--- config.mk ---
export PLATFORM = sky130hd
export DESIGN_NAME = lfsr_noise_channel
export DESIGN_NICKNAME = d
export VERILOG_FILES = /design/src/rtl/lfsrn_pkg.sv /design/src/rtl/lfsrn_core.sv /design/src/rtl/lfsr_noise_channel.sv
export SDC_FILE = /design/constraint.sdc
export NUM_CORES = 1
export LEC_CHECK = 0
export BUFFER_PORTS_ARGS = -buffer_cell sky130_fd_sc_hd__buf_2
export CORE_MARGIN = 1.5
export CORE_UTILIZATION = 60
export CTS_CLUSTER_DIAMETER = 100
export DETAILED_ROUTE_END_ITERATION = 10
export GPL_TIMING_DRIVEN = 0
export PLACE_DENSITY = 0.78
export SYNTH_ARGS = -nofsm -noshare
export SYNTH_HDL_FRONTEND = slang
export SYNTH_SLANG_ARGS = --single-unit
--- constraint.sdc ---
create_clock -name clk -period 3.4 [get_ports clk]
set_clock_uncertainty 0.05 [all_clocks]
set_input_delay 0.34 -clock clk [delete_from_list [all_inputs] [get_ports clk]]
set_output_delay 0.34 -clock clk [all_outputs]
set_load 0.005 [all_outputs]
--- src/rtl/lfsrn_pkg.sv ---
// lfsrn_pkg: shared types and constants of the lfsr noise channel
// used by lfsrn_core and lfsr_noise_channel; depends on nothing

package lfsrn_pkg;

    // item kinds, carried on the input tuser
    localparam logic [1:0] OP_WRITE = 2'd0;
    localparam logic [1:0] OP_FREQ  = 2'd1;
    localparam logic [1:0] OP_LEN   = 2'd2;
    localparam logic [1:0] OP_ENV   = 2'd3;

    // channel register indexes
    localparam logic [1:0] REG_LENGTH = 2'd0;
    localparam logic [1:0] REG_ENV    = 2'd1;
    localparam logic [1:0] REG_POLY   = 2'd2;
    localparam logic [1:0] REG_CTRL   = 2'd3;

    localparam int DIV_COUNT = 8;
    localparam int DIV_IDX_W = 3;
    localparam int DIV_W     = 8;
    localparam int SHIFT_W   = 4;
    // largest reload is 255 << 15, which needs 23 bits
    localparam int CNT_W     = DIV_W + (1 << SHIFT_W) - 1;
    localparam int LFSR_W    = 15;
    localparam int LEN_W     = 7;
    localparam int VOL_W     = 4;
    localparam int EPER_W    = 3;

    localparam logic [LFSR_W-1:0] LFSR_SEED  = 15'h7FFF;
    localparam int                NARROW_TAP = 6;
    localparam logic [LEN_W-1:0]  LEN_FULL   = 7'd64;
    localparam logic [VOL_W-1:0]  VOL_MAX    = 4'd15;

    typedef logic [DIV_W-1:0] div_t;

    typedef struct packed {
        logic [1:0] op;
        logic [1:0] reg_index;
        logic [7:0] write_data;
    } item_t;

    typedef struct packed {
        logic             channel_on;
        logic [VOL_W-1:0] sample_level;
    } result_t;

    // divisor reset values per selector code
    function automatic div_t div_default(input logic [DIV_IDX_W-1:0] sel);
        div_t d;
        case (sel)
            3'd0:    d = 8'd8;
            3'd1:    d = 8'd16;
            3'd2:    d = 8'd32;
            3'd3:    d = 8'd48;
            3'd4:    d = 8'd64;
            3'd5:    d = 8'd80;
            3'd6:    d = 8'd96;
            default: d = 8'd112;
        endcase
        return d;
    endfunction

endpackage

--- src/rtl/lfsrn_core.sv ---
// lfsrn_core: channel state and its combinational update for one item
// depends on lfsrn_pkg

module lfsrn_core (
    input  logic                            clk,
    input  logic                            rst_n,
    input  logic                            cfg_we,
    input  logic [lfsrn_pkg::DIV_IDX_W-1:0] cfg_index,
    input  logic [lfsrn_pkg::DIV_W-1:0]     cfg_data,
    input  logic                            en,
    input  lfsrn_pkg::item_t                item,
    output lfsrn_pkg::result_t              result
);

    lfsrn_pkg::div_t div_reg [lfsrn_pkg::DIV_COUNT];

    logic [lfsrn_pkg::CNT_W-1:0]     freq_cnt_reg,   freq_cnt_next;
    logic [lfsrn_pkg::LFSR_W-1:0]    lfsr_reg,       lfsr_next;
    logic                            narrow_reg,     narrow_next;
    logic [lfsrn_pkg::SHIFT_W-1:0]   shift_reg,      shift_next;
    logic [lfsrn_pkg::DIV_IDX_W-1:0] div_sel_reg,    div_sel_next;
    logic [lfsrn_pkg::LEN_W-1:0]     len_cnt_reg,    len_cnt_next;
    logic                            len_stop_reg,   len_stop_next;
    logic                            chan_on_reg,    chan_on_next;
    logic                            dac_on_reg,     dac_on_next;
    logic [lfsrn_pkg::VOL_W-1:0]     start_vol_reg,  start_vol_next;
    logic [lfsrn_pkg::VOL_W-1:0]     vol_reg,        vol_next;
    logic                            env_up_reg,     env_up_next;
    logic [lfsrn_pkg::EPER_W-1:0]    env_per_reg,    env_per_next;
    logic [lfsrn_pkg::EPER_W-1:0]    env_cnt_reg,    env_cnt_next;
    logic                            env_run_reg,    env_run_next;
    logic [lfsrn_pkg::VOL_W-1:0]     level_reg,      level_next;

    logic [lfsrn_pkg::CNT_W-1:0]  reload;
    logic [lfsrn_pkg::LFSR_W-1:0] lfsr_step;
    logic                         fb;

    // timer reload: selected divisor shifted by the clock shift
    assign reload = {{(lfsrn_pkg::CNT_W - lfsrn_pkg::DIV_W){1'b0}}, div_reg[div_sel_reg]}
                    << shift_reg;

    always_comb
    begin
        fb        = lfsr_reg[0] ^ lfsr_reg[1];
        lfsr_step = {fb, lfsr_reg[lfsrn_pkg::LFSR_W-1:1]};
        if (narrow_reg)
        begin
            lfsr_step[lfsrn_pkg::NARROW_TAP] = fb;
        end
    end

    always_comb
    begin
        freq_cnt_next  = freq_cnt_reg;
        lfsr_next      = lfsr_reg;
        narrow_next    = narrow_reg;
        shift_next     = shift_reg;
        div_sel_next   = div_sel_reg;
        len_cnt_next   = len_cnt_reg;
        len_stop_next  = len_stop_reg;
        chan_on_next   = chan_on_reg;
        dac_on_next    = dac_on_reg;
        start_vol_next = start_vol_reg;
        vol_next       = vol_reg;
        env_up_next    = env_up_reg;
        env_per_next   = env_per_reg;
        env_cnt_next   = env_cnt_reg;
        env_run_next   = env_run_reg;
        level_next     = level_reg;

        case (item.op)
            lfsrn_pkg::OP_WRITE:
            begin
                case (item.reg_index)
                    lfsrn_pkg::REG_LENGTH:
                    begin
                        len_cnt_next = {1'b0, item.write_data[5:0]};
                    end
                    lfsrn_pkg::REG_ENV:
                    begin
                        dac_on_next    = (item.write_data[7:3] != 5'd0);
                        start_vol_next = item.write_data[7:4];
                        vol_next       = item.write_data[7:4];
                        env_up_next    = item.write_data[3];
                        env_per_next   = item.write_data[2:0];
                        env_cnt_next   = item.write_data[2:0];
                    end
                    lfsrn_pkg::REG_POLY:
                    begin
                        shift_next   = item.write_data[7:4];
                        narrow_next  = item.write_data[3];
                        div_sel_next = item.write_data[2:0];
                    end
                    default:
                    begin
                        len_stop_next = item.write_data[6];
                        // restart
                        if (item.write_data[7])
                        begin
                            chan_on_next = 1'b1;
                            if (len_cnt_reg == '0)
                            begin
                                len_cnt_next = lfsrn_pkg::LEN_FULL;
                            end
                            freq_cnt_next = reload;
                            env_run_next  = 1'b1;
                            env_cnt_next  = env_per_reg;
                            vol_next      = start_vol_reg;
                            lfsr_next     = lfsrn_pkg::LFSR_SEED;
                        end
                    end
                endcase
            end
            lfsrn_pkg::OP_FREQ:
            begin
                // expires when the decrement reaches zero or below
                if (freq_cnt_reg > lfsrn_pkg::CNT_W'(1))
                begin
                    freq_cnt_next = freq_cnt_reg - lfsrn_pkg::CNT_W'(1);
                end
                else
                begin
                    freq_cnt_next = reload;
                    lfsr_next     = lfsr_step;
                    level_next    = (!lfsr_step[0] && chan_on_reg && dac_on_reg) ?
                                    vol_reg : '0;
                end
            end
            lfsrn_pkg::OP_LEN:
            begin
                if (len_cnt_reg != '0 && len_stop_reg)
                begin
                    len_cnt_next = len_cnt_reg - lfsrn_pkg::LEN_W'(1);
                    if (len_cnt_reg == lfsrn_pkg::LEN_W'(1))
                    begin
                        chan_on_next = 1'b0;
                    end
                end
            end
            default:
            begin
                if (env_cnt_reg > lfsrn_pkg::EPER_W'(1))
                begin
                    env_cnt_next = env_cnt_reg - lfsrn_pkg::EPER_W'(1);
                end
                else
                begin
                    env_cnt_next = env_per_reg;
                    if (env_run_reg && env_per_reg != '0)
                    begin
                        if (env_up_reg && vol_reg != lfsrn_pkg::VOL_MAX)
                        begin
                            vol_next = vol_reg + lfsrn_pkg::VOL_W'(1);
                        end
                        else if (!env_up_reg && vol_reg != '0)
                        begin
                            vol_next = vol_reg - lfsrn_pkg::VOL_W'(1);
                        end
                    end
                    if (vol_next == '0 || vol_next == lfsrn_pkg::VOL_MAX)
                    begin
                        env_run_next = 1'b0;
                    end
                end
            end
        endcase
    end

    always_ff @(posedge clk or negedge rst_n)
    begin
        if (!rst_n)
        begin
            for (int i = 0; i < lfsrn_pkg::DIV_COUNT; i++)
            begin
                div_reg[i] <= lfsrn_pkg::div_default(lfsrn_pkg::DIV_IDX_W'(i));
            end
        end
        else if (cfg_we)
        begin
            div_reg[cfg_index] <= cfg_data;
        end
    end

    always_ff @(posedge clk or negedge rst_n)
    begin
        if (!rst_n)
        begin
            freq_cnt_reg  <= '0;
            lfsr_reg      <= '0;
            narrow_reg    <= 1'b0;
            shift_reg     <= '0;
            div_sel_reg   <= '0;
            len_cnt_reg   <= '0;
            len_stop_reg  <= 1'b0;
            chan_on_reg   <= 1'b0;
            dac_on_reg    <= 1'b0;
            start_vol_reg <= '0;
            vol_reg       <= '0;
            env_up_reg    <= 1'b0;
            env_per_reg   <= '0;
            env_cnt_reg   <= '0;
            env_run_reg   <= 1'b0;
            level_reg     <= '0;
        end
        else if (en)
        begin
            freq_cnt_reg  <= freq_cnt_next;
            lfsr_reg      <= lfsr_next;
            narrow_reg    <= narrow_next;
            shift_reg     <= shift_next;
            div_sel_reg   <= div_sel_next;
            len_cnt_reg   <= len_cnt_next;
            len_stop_reg  <= len_stop_next;
            chan_on_reg   <= chan_on_next;
            dac_on_reg    <= dac_on_next;
            start_vol_reg <= start_vol_next;
            vol_reg       <= vol_next;
            env_up_reg    <= env_up_next;
            env_per_reg   <= env_per_next;
            env_cnt_reg   <= env_cnt_next;
            env_run_reg   <= env_run_next;
            level_reg     <= level_next;
        end
    end

    assign result.channel_on   = chan_on_reg;
    assign result.sample_level = level_reg;

`ifndef SYNTHESIS
    // level only moves on a frequency tick
    a_level_only_on_freq: assert property (@(posedge clk) disable iff (!rst_n)
        !(en && item.op == lfsrn_pkg::OP_FREQ) |=> $stable(level_reg))
        else $error("sample level changed outside a frequency tick");

    // a restart write turns the channel on with a nonzero length
    a_restart_on: assert property (@(posedge clk) disable iff (!rst_n)
        (en && item.op == lfsrn_pkg::OP_WRITE && item.reg_index == lfsrn_pkg::REG_CTRL
         && item.write_data[7]) |=> (chan_on_reg && len_cnt_reg != '0))
        else $error("restart did not enable the channel");

    a_len_range: assert property (@(posedge clk) disable iff (!rst_n)
        len_cnt_reg <= lfsrn_pkg::LEN_FULL)
        else $error("length counter above full length");
`endif

endmodule

--- src/rtl/lfsr_noise_channel.sv ---
// lfsr_noise_channel: top level of the noise sound channel, stream handshakes
// depends on lfsrn_pkg and lfsrn_core

// usage
//   s_* channel: one event per transfer; s_tuser holds the kind (register write,
//     frequency tick, length tick, envelope tick), s_tdata the register index
//     and the data byte used by a register write
//   m_* channel: one result per event, the output level and the channel-on flag
//     as they stand right after that event
//   cfg_* channel: writes divisor table entry cfg_index; cfg_ready is always high,
//     writes are expected only while no event is in flight
// throughput: one event per cycle while m_tready is high; the whole state update
//   is a single pass of logic between the input stage and the channel state
//   registers, which double as the result register
// reset: all channel state clears, the divisor table returns to
//   8, 16, 32, 48, 64, 80, 96, 112, both stream stages empty
// stall: while m_tready is low the result holds, the input stage still takes one
//   more event, and s_tready drops once that stage is full

module lfsr_noise_channel (
    input  logic        clk,
    input  logic        rst_n,

    input  logic        s_tvalid,
    output logic        s_tready,
    input  logic [15:0] s_tdata,   // [1:0] reg_index, [9:2] write_data, [15:10] zero
    input  logic [1:0]  s_tuser,   // [1:0] op

    output logic        m_tvalid,
    input  logic        m_tready,
    output logic [7:0]  m_tdata,   // [3:0] sample_level, [4] channel_on, [7:5] zero

    input  logic        cfg_valid,
    output logic        cfg_ready,
    input  logic [2:0]  cfg_index,
    input  logic [7:0]  cfg_data
);

    logic               in_valid_reg, in_valid_next;
    lfsrn_pkg::item_t   in_item_reg;
    logic               out_valid_reg, out_valid_next;
    logic               s_xfer;
    logic               advance;
    lfsrn_pkg::result_t result;

    // an event moves into the channel state when the result slot is free or drains
    assign advance  = in_valid_reg && (!out_valid_reg || m_tready);
    assign s_tready = !in_valid_reg || advance;
    assign s_xfer   = s_tvalid && s_tready;

    assign cfg_ready = 1'b1;

    always_comb
    begin
        in_valid_next = in_valid_reg;
        if (s_xfer)
        begin
            in_valid_next = 1'b1;
        end
        else if (advance)
        begin
            in_valid_next = 1'b0;
        end

        out_valid_next = out_valid_reg;
        if (advance)
        begin
            out_valid_next = 1'b1;
        end
        else if (m_tready)
        begin
            out_valid_next = 1'b0;
        end
    end

    always_ff @(posedge clk or negedge rst_n)
    begin
        if (!rst_n)
        begin
            in_valid_reg  <= 1'b0;
            out_valid_reg <= 1'b0;
        end
        else
        begin
            in_valid_reg  <= in_valid_next;
            out_valid_reg <= out_valid_next;
        end
    end

    // input payload, no reset needed
    always_ff @(posedge clk)
    begin
        if (s_xfer)
        begin
            in_item_reg.op         <= s_tuser;
            in_item_reg.reg_index  <= s_tdata[1:0];
            in_item_reg.write_data <= s_tdata[9:2];
        end
    end

    lfsrn_core u_core (
        .clk       (clk),
        .rst_n     (rst_n),
        .cfg_we    (cfg_valid && cfg_ready),
        .cfg_index (cfg_index),
        .cfg_data  (cfg_data),
        .en        (advance),
        .item      (in_item_reg),
        .result    (result)
    );

    assign m_tvalid = out_valid_reg;
    assign m_tdata  = {3'b000, result.channel_on, result.sample_level};

`ifndef SYNTHESIS
    // input stage only backs up behind a stalled, full result slot
    a_ready_low_cause: assert property (@(posedge clk) disable iff (!rst_n)
        !s_tready |-> (in_valid_reg && out_valid_reg && !m_tready))
        else $error("input stalled without a full stalled output");

    // every event that enters the channel state yields a result next cycle
    a_advance_result: assert property (@(posedge clk) disable iff (!rst_n)
        advance |=> m_tvalid)
        else $error("processed event produced no result");
`endif

endmodule

======== Word level (Yosys, flattened, before mapping) ========
Index checks and enable logic that the tools add are counted.
cells by class
  add/subtract/negate cells ............... 5
  $lt $le $gt $ge ......................... 5
  equality and inequality tests ........... 18
  shift operators ......................... 1
  muxes and demuxes ....................... 46
  bitwise gates (word level) .............. 6
  reduce and logical (&&, ||, !) cells .... 45
operator list
  cell                                                            number
  2-to-1 mux 23 bit                                               3
  bitwise mux 64 bit                                              1
  case mux 23 bit (2 select lines)                                1
  2-to-1 mux 15 bit                                               3
  2-to-1 mux 4 bit                                                8
  case mux 15 bit (2 select lines)                                1
  case mux 7 bit (2 select lines)                                 2
  binary-select mux 8 bit (select 3 bit)                          1
  demux 8 bit (select 3 bit)                                      1
  2-to-1 mux 8 bit                                                3
  greater-than comparator 23 x 1 -> 1 bit, second input constant  1
  left shift 8 x 4 -> 23 bit                                      1
  subtractor 23 x 1 -> 23 bit, second input constant              1
  2-to-1 mux 7 bit                                                3
  AND reduction 6 bit                                             3
  case mux 4 bit (2 select lines)                                 2
  inequality test 2 bit, second input constant                    6
  case mux 3 bit (2 select lines)                                 2
  AND reduction 3 bit                                             4
  2-to-1 mux 1 bit                                                11
  AND reduction 5 bit                                             2
  nonzero test 2 bit                                              5
  logical AND 1 bit                                               9
  >= comparator 4 bit, second input constant                      2
  other kinds (31)                                                50
word-level totals
  register bits after elaboration ......... 154
  bits of input ports ..................... 34
  output and inout bits ................... 11
  logic and storage cells ................. 155

======== Longest topological paths before layout ========
  word-level depth ........................ 12
  mapped depth ............................ 10

======== Cells and area by module ========
From an unflattened synthesis, not the netlist that was laid out.
second synthesis, totals
  cell total of the unflattened synthesis .. 766
  area total of the unflattened synthesis .. 8333.0 um^2
by module, submodules not included
  module              instances  cells each  area an instance (um^2)  seq. area each (um^2)
  lfsrn_core          1          740         7831.3                   3519.6
  lfsr_noise_channel  1          26          501.7                    410.4

======== Worst setup path before layout ========
No wires, ideal clock.
  path type ............................... register to register
  start point ............................. reg u_core.vol_reg[0] in the netlist's numbering
  end point ............................... reg u_core.env_run_reg
  arrival time ............................ 2.210 ns
  setup slack ............................. 1.052 ns
  stages on the path, launching flop included .. 11
  path buffers ............................ 2
  period minus slack after synthesis ...... 2.348 ns
  cell sequence ........................... dfrtp_1 clkbuf_1 inv_1 ha_1 or4b_1 and3_1 clkbuf_1 a2bb2oi_1 nor3_1 a311o_1 a41oi_1
between the ends
  word-level cells in the longest chain between the ends .. 11
  elaborated cells on any way between the ends .. 16
  classes of those cells .................. 2 x add/sub; 2 x eq/ne; 5 x mux; 7 x reduce/logical
RTL lines
  what                                                               RTL line           source
  from (decl)                                                        lfsrn_core.sv:27   logic [lfsrn_pkg::VOL_W-1:0] vol_reg, vol_next;
  from (signal assigned)                                             lfsrn_core.sv:217  vol_reg <= vol_next;
  branches (longest 4 deep; another with subtractor 4 x 1 -> 4 bit)  --
  2-to-1 mux 4 bit *                                                 lfsrn_core.sv:149  if (env_run_reg && env_per_reg != '0)
  2-to-1 mux 4 bit *                                                 lfsrn_core.sv:142  if (env_cnt_reg > lfsrn_pkg::EPER_W'(1))
  2-to-1 mux 4 bit *                                                 lfsrn_core.sv:71   case (item.op)
  equality test 4 bit or logical NOT 4 bit (tied branches)           lfsrn_core.sv:160  if (vol_next == '0 || vol_next == lfsrn_pkg::VOL_MAX)
  logical OR 1 bit *                                                 lfsrn_core.sv:160
  nonzero test 2 bit (no line) *                                     --
  AND reduction 6 bit (no line) *                                    --
  to (signal assigned)                                               lfsrn_core.sv:221  env_run_reg <= env_run_next;
  to (decl)                                                          lfsrn_core.sv:31   logic env_run_reg, env_run_next;
Every way passes the cells marked *. The select of a mux whose other input is x is not followed.
A chain may end at the register's enable or synchronous reset.

======== Worst setup path after layout ========
  start point ............................. reg in_item_reg[10] in the netlist's numbering
  end point ............................... reg u_core.freq_cnt_reg[6] in the netlist's numbering
between the ends
  word-level cells in the longest chain between the ends .. 3
  elaborated cells on any way between the ends .. 7
  classes of those cells .................. 3 x eq/ne; 1 x mux; 3 x reduce/logical
RTL lines
  what                                                                   RTL line                  source
  from (decl)                                                            lfsr_noise_channel.sv:40  lfsrn_pkg::item_t in_item_reg;
  equality test 2 x 1 -> 1 bit or logical NOT 2 bit (tied branches)      lfsrn_core.sv:71
  nonzero test 2 bit (no line) or inequality test 2 bit (tied branches)  --
  AND reduction 4 bit (no line)                                          --
  to (signal assigned)                                                   lfsrn_core.sv:207         freq_cnt_reg <= freq_cnt_next;
  to (decl)                                                              lfsrn_core.sv:17          logic [lfsrn_pkg::CNT_W-1:0] freq_cnt_reg, freq_cnt_next;
Several ways; a longest one is shown, not always the timed one.

==> out/qor.yml <==
finish:
  nNetsFinal: 906
  nFillCells: 1028
  drive_gt1_share_pct: 22.2
  diodes: 0
  area_growth_pct: 12.2
  largest_reg_flops: 64
  seqCellArea_um2: 3930
  multi_input_area_um2: 4140
detailed_routing:
  wl_per_cell_um: 19.7
  via_per_inst: 6.36
  num_vias: 6674
  drt_iter0_markers: 524
  drc: 0
  wl_um: 20700
  firstDrtPassIters: 5
  antenna_left: 0
synth:
  avgSynthCellArea_um2: 10.5
  synth_area_um2: 8410
  netlist_instances: 801
  synth_most_common_cell: "dfrtp_1"
  async_flop_share_pct: 92.2
  synth_edf_count: 12
  ys.flop_type: "dfrtp_1"
  yosysSeqAreaShare_pct: 46.7
  synthTopCellsByCount: "dfrtp_1, mux2_2, nand2_1"
  synth_top_area_share_pct: 38.4
  synthDistinctLibCells: 71
  yosys.area.top_type: "dfrtp_1"
  ys_ff_latch: 154
  synth_area_leaders: "dfrtp_1, mux2_2, mux2i_1"
  yosysWarnings: 0
clock_network:
  clock-sinks: 154
  clkTransAtPathRegs_ps: 60
  h-tree-depth: 4
  cts_tree: "built"
  root_buffer: "clkbuf_16"
  cts_buffers: 17
  postCtsSetupRepairBufs: 0
  clock_latency_ps: 430
  cts.path.max_buffers: 2
placement:
  routabilityCongestion: 0.938
  pre_cts_slack_ps: 435
  dp_hpwl_um: 14600
  placement.io_buffers: 30
timing:
  worstMarginPinSlew_ps: 957
  setup_viol: 0
  max_slew_margin_pct: 35.8
  fin_ws_ps: 344
  hold_viol: 0
  fin_crit_sh_pct: 89.9
  max_freq_mhz: 327
  drv_slew: 0
  setup_tns_ps: 0
  period_minus_slack_ps: 3060
  rsz0062_at_grt: "false"
die:
  fp.coreArea_um2: 13800
  io_pins: 45
  die_area_um2: 14700
  die_w_um: 121
  die_y_um: 121
  rows: 43
  start_util_pct: 61.0
global_route:
  grt_usage_pct: 29.6
  grt_pass1_vias: 6659
  grt_pass1_wl_um: 33700
  overflow: 0
  grt_start_max_net_pins: 78
  antenna_found_initial: 2
worst_setup_path:
  start_kind: "flip-flop"
  cp_max_fo: 10
  slowest_delay_ps: 760
  cp_top_family: "compound AO/OA/AOI/OAI gates"
  cp.required_ps: 3670
  path_cells: "inv_1 -> ha_1 -> clkbuf_1 -> inv_2 -> nor2_1 -> o21ai_1 -> clkbuf_1 -> nor2_1 -> a22oi_1 -> o21ai_1"
  cp.buffers_inverters: 4
  arrival_ps: 3320
  end_kind: "flip-flop"
  critPathSlowestCell: "o21ai_1"
  worstSetupPathType: "flip-flop to flip-flop"
power_and_ir_drop:
  ir_drop_mv: 0.472
  p_per_area_nw_per_um2: 729
  leakagePower_nw: 3.94
run:
  drv_cap: 0
min_path:
  hp-class: "input pin to flip-flop"
outcome:
  status: "complete, no violations"
where the power goes:
group,total (mW),switching [mW],internal [mW],leakage (nW)
logic,2.31,1.35,0.962,1.88
registers,2.68,0.351,2.33,1.77
clock network,1.89,0.745,1.15,0.282
total,6.88,2.44,4.44,3.94
repair_timing:
action / in CTS / in global routing
hold buffers: 1 / 0
gates resized for setup: 0 / 0
setup endpoints to repair: 0 / 0
endpoints found under the hold margin: 52 / 0
final timing paths:
path | start | to | slack, ps | cells past startpoint
min in group asynchronous | rst_n | u_core.freq_cnt_reg[1] | 430 | 2
worst min-delay path | s_tdata[2] | in_item_reg[0] | 40 | 1
worst max register to register | in_item_reg[10] | u_core.freq_cnt_reg[6] | 340 | 10
max in group asynchronous | rst_n | u_core.len_cnt_reg[1] | 2070 | 3
worst max-delay path | in_item_reg[10] | u_core.freq_cnt_reg[6] | 340 | 10
worst min register to register | u_core.start_vol_reg[0] | u_core.start_vol_reg[0] | 440 | 2
layout make-up:
type,instances,area share (%)
multi-input cells,571,43.9
clock buffers,19,4.59
flip-flops and latches,154,41.7
inverters,31,1.23
clock inverters,13,1.59
repair buffers,34,2.22
plain buffers,47,2.40
well taps,180,2.39
worst register-to-register path, cell delays in order, from the launching register on:
cell	delay (ps)
edfxtp_1	350
inv_1	70
ha_1	190
clkbuf_1	230
inv_2	220
nor2_1	100
o21ai_1	760
clkbuf_1	510
nor2_1	200
a22oi_1	190
o21ai_1	90
layout by cell type, fill, tap and decap left out, drive strengths merged, types with 4 or more instances in the layout:
master	n
dfrtp	129
mux2	86
o21ai	56
buf	52
nand2	50
clkbuf	47
nor2	46
mux2i	39
nand3	32
inv	32
a21oi	26
a22oi	20
nor3	18
a31oi	16
nand4	16
ha	16
dfstp	13
edfxtp	12
and2	11
nand2b	10
nor2b	10
nor4	10
o31a	9
and3	8
o211ai	7
clkinv	7
nand4b	6
o22ai	5
a211oi	5
or4	5
or3	4
a221o	4
conb	4
metal layers:
layer  up-vias  routed length [µm]  GRT usage, %
li1       3092                   -             -
met1      3291                9150          39.6
met2       250                9870          46.4
met3        39                1230          7.71
met4         2                 393          11.3
met5         -                  14             0
kinds of logic (layout without fill, tap and decap cells):
family	count (synthesis)	after routing	share of synthesized area [%]
other	2	4	0.0893
AND/OR/NAND/NOR	239	239	15.4
AO/OA/AOI/OAI	181	181	14.0
buffers and inverters	78	144	4.08
multiplexers	128	128	17.0
flip-flops	154	154	46.7
XOR/XNOR	3	3	0.313
adder cells (fa/ha/maj)	16	16	2.38
per-stage QoR:
step                power, mW  util [%]  std cells  instance area, µm²  hold slack, ps
finish                   6.88      68.5       1049                9430            38.0
global route             7.25      68.5       1049                9430            25.8
CTS                      6.86      68.5       1049                9430            26.5
detailed placement       4.96      64.2       1016                8840             309
global placement         4.84      63.8       1013                8790             419
floorplan                4.30         -        803                8420           -5.59
No activity file was read; power rests on OpenSTA's default activity.
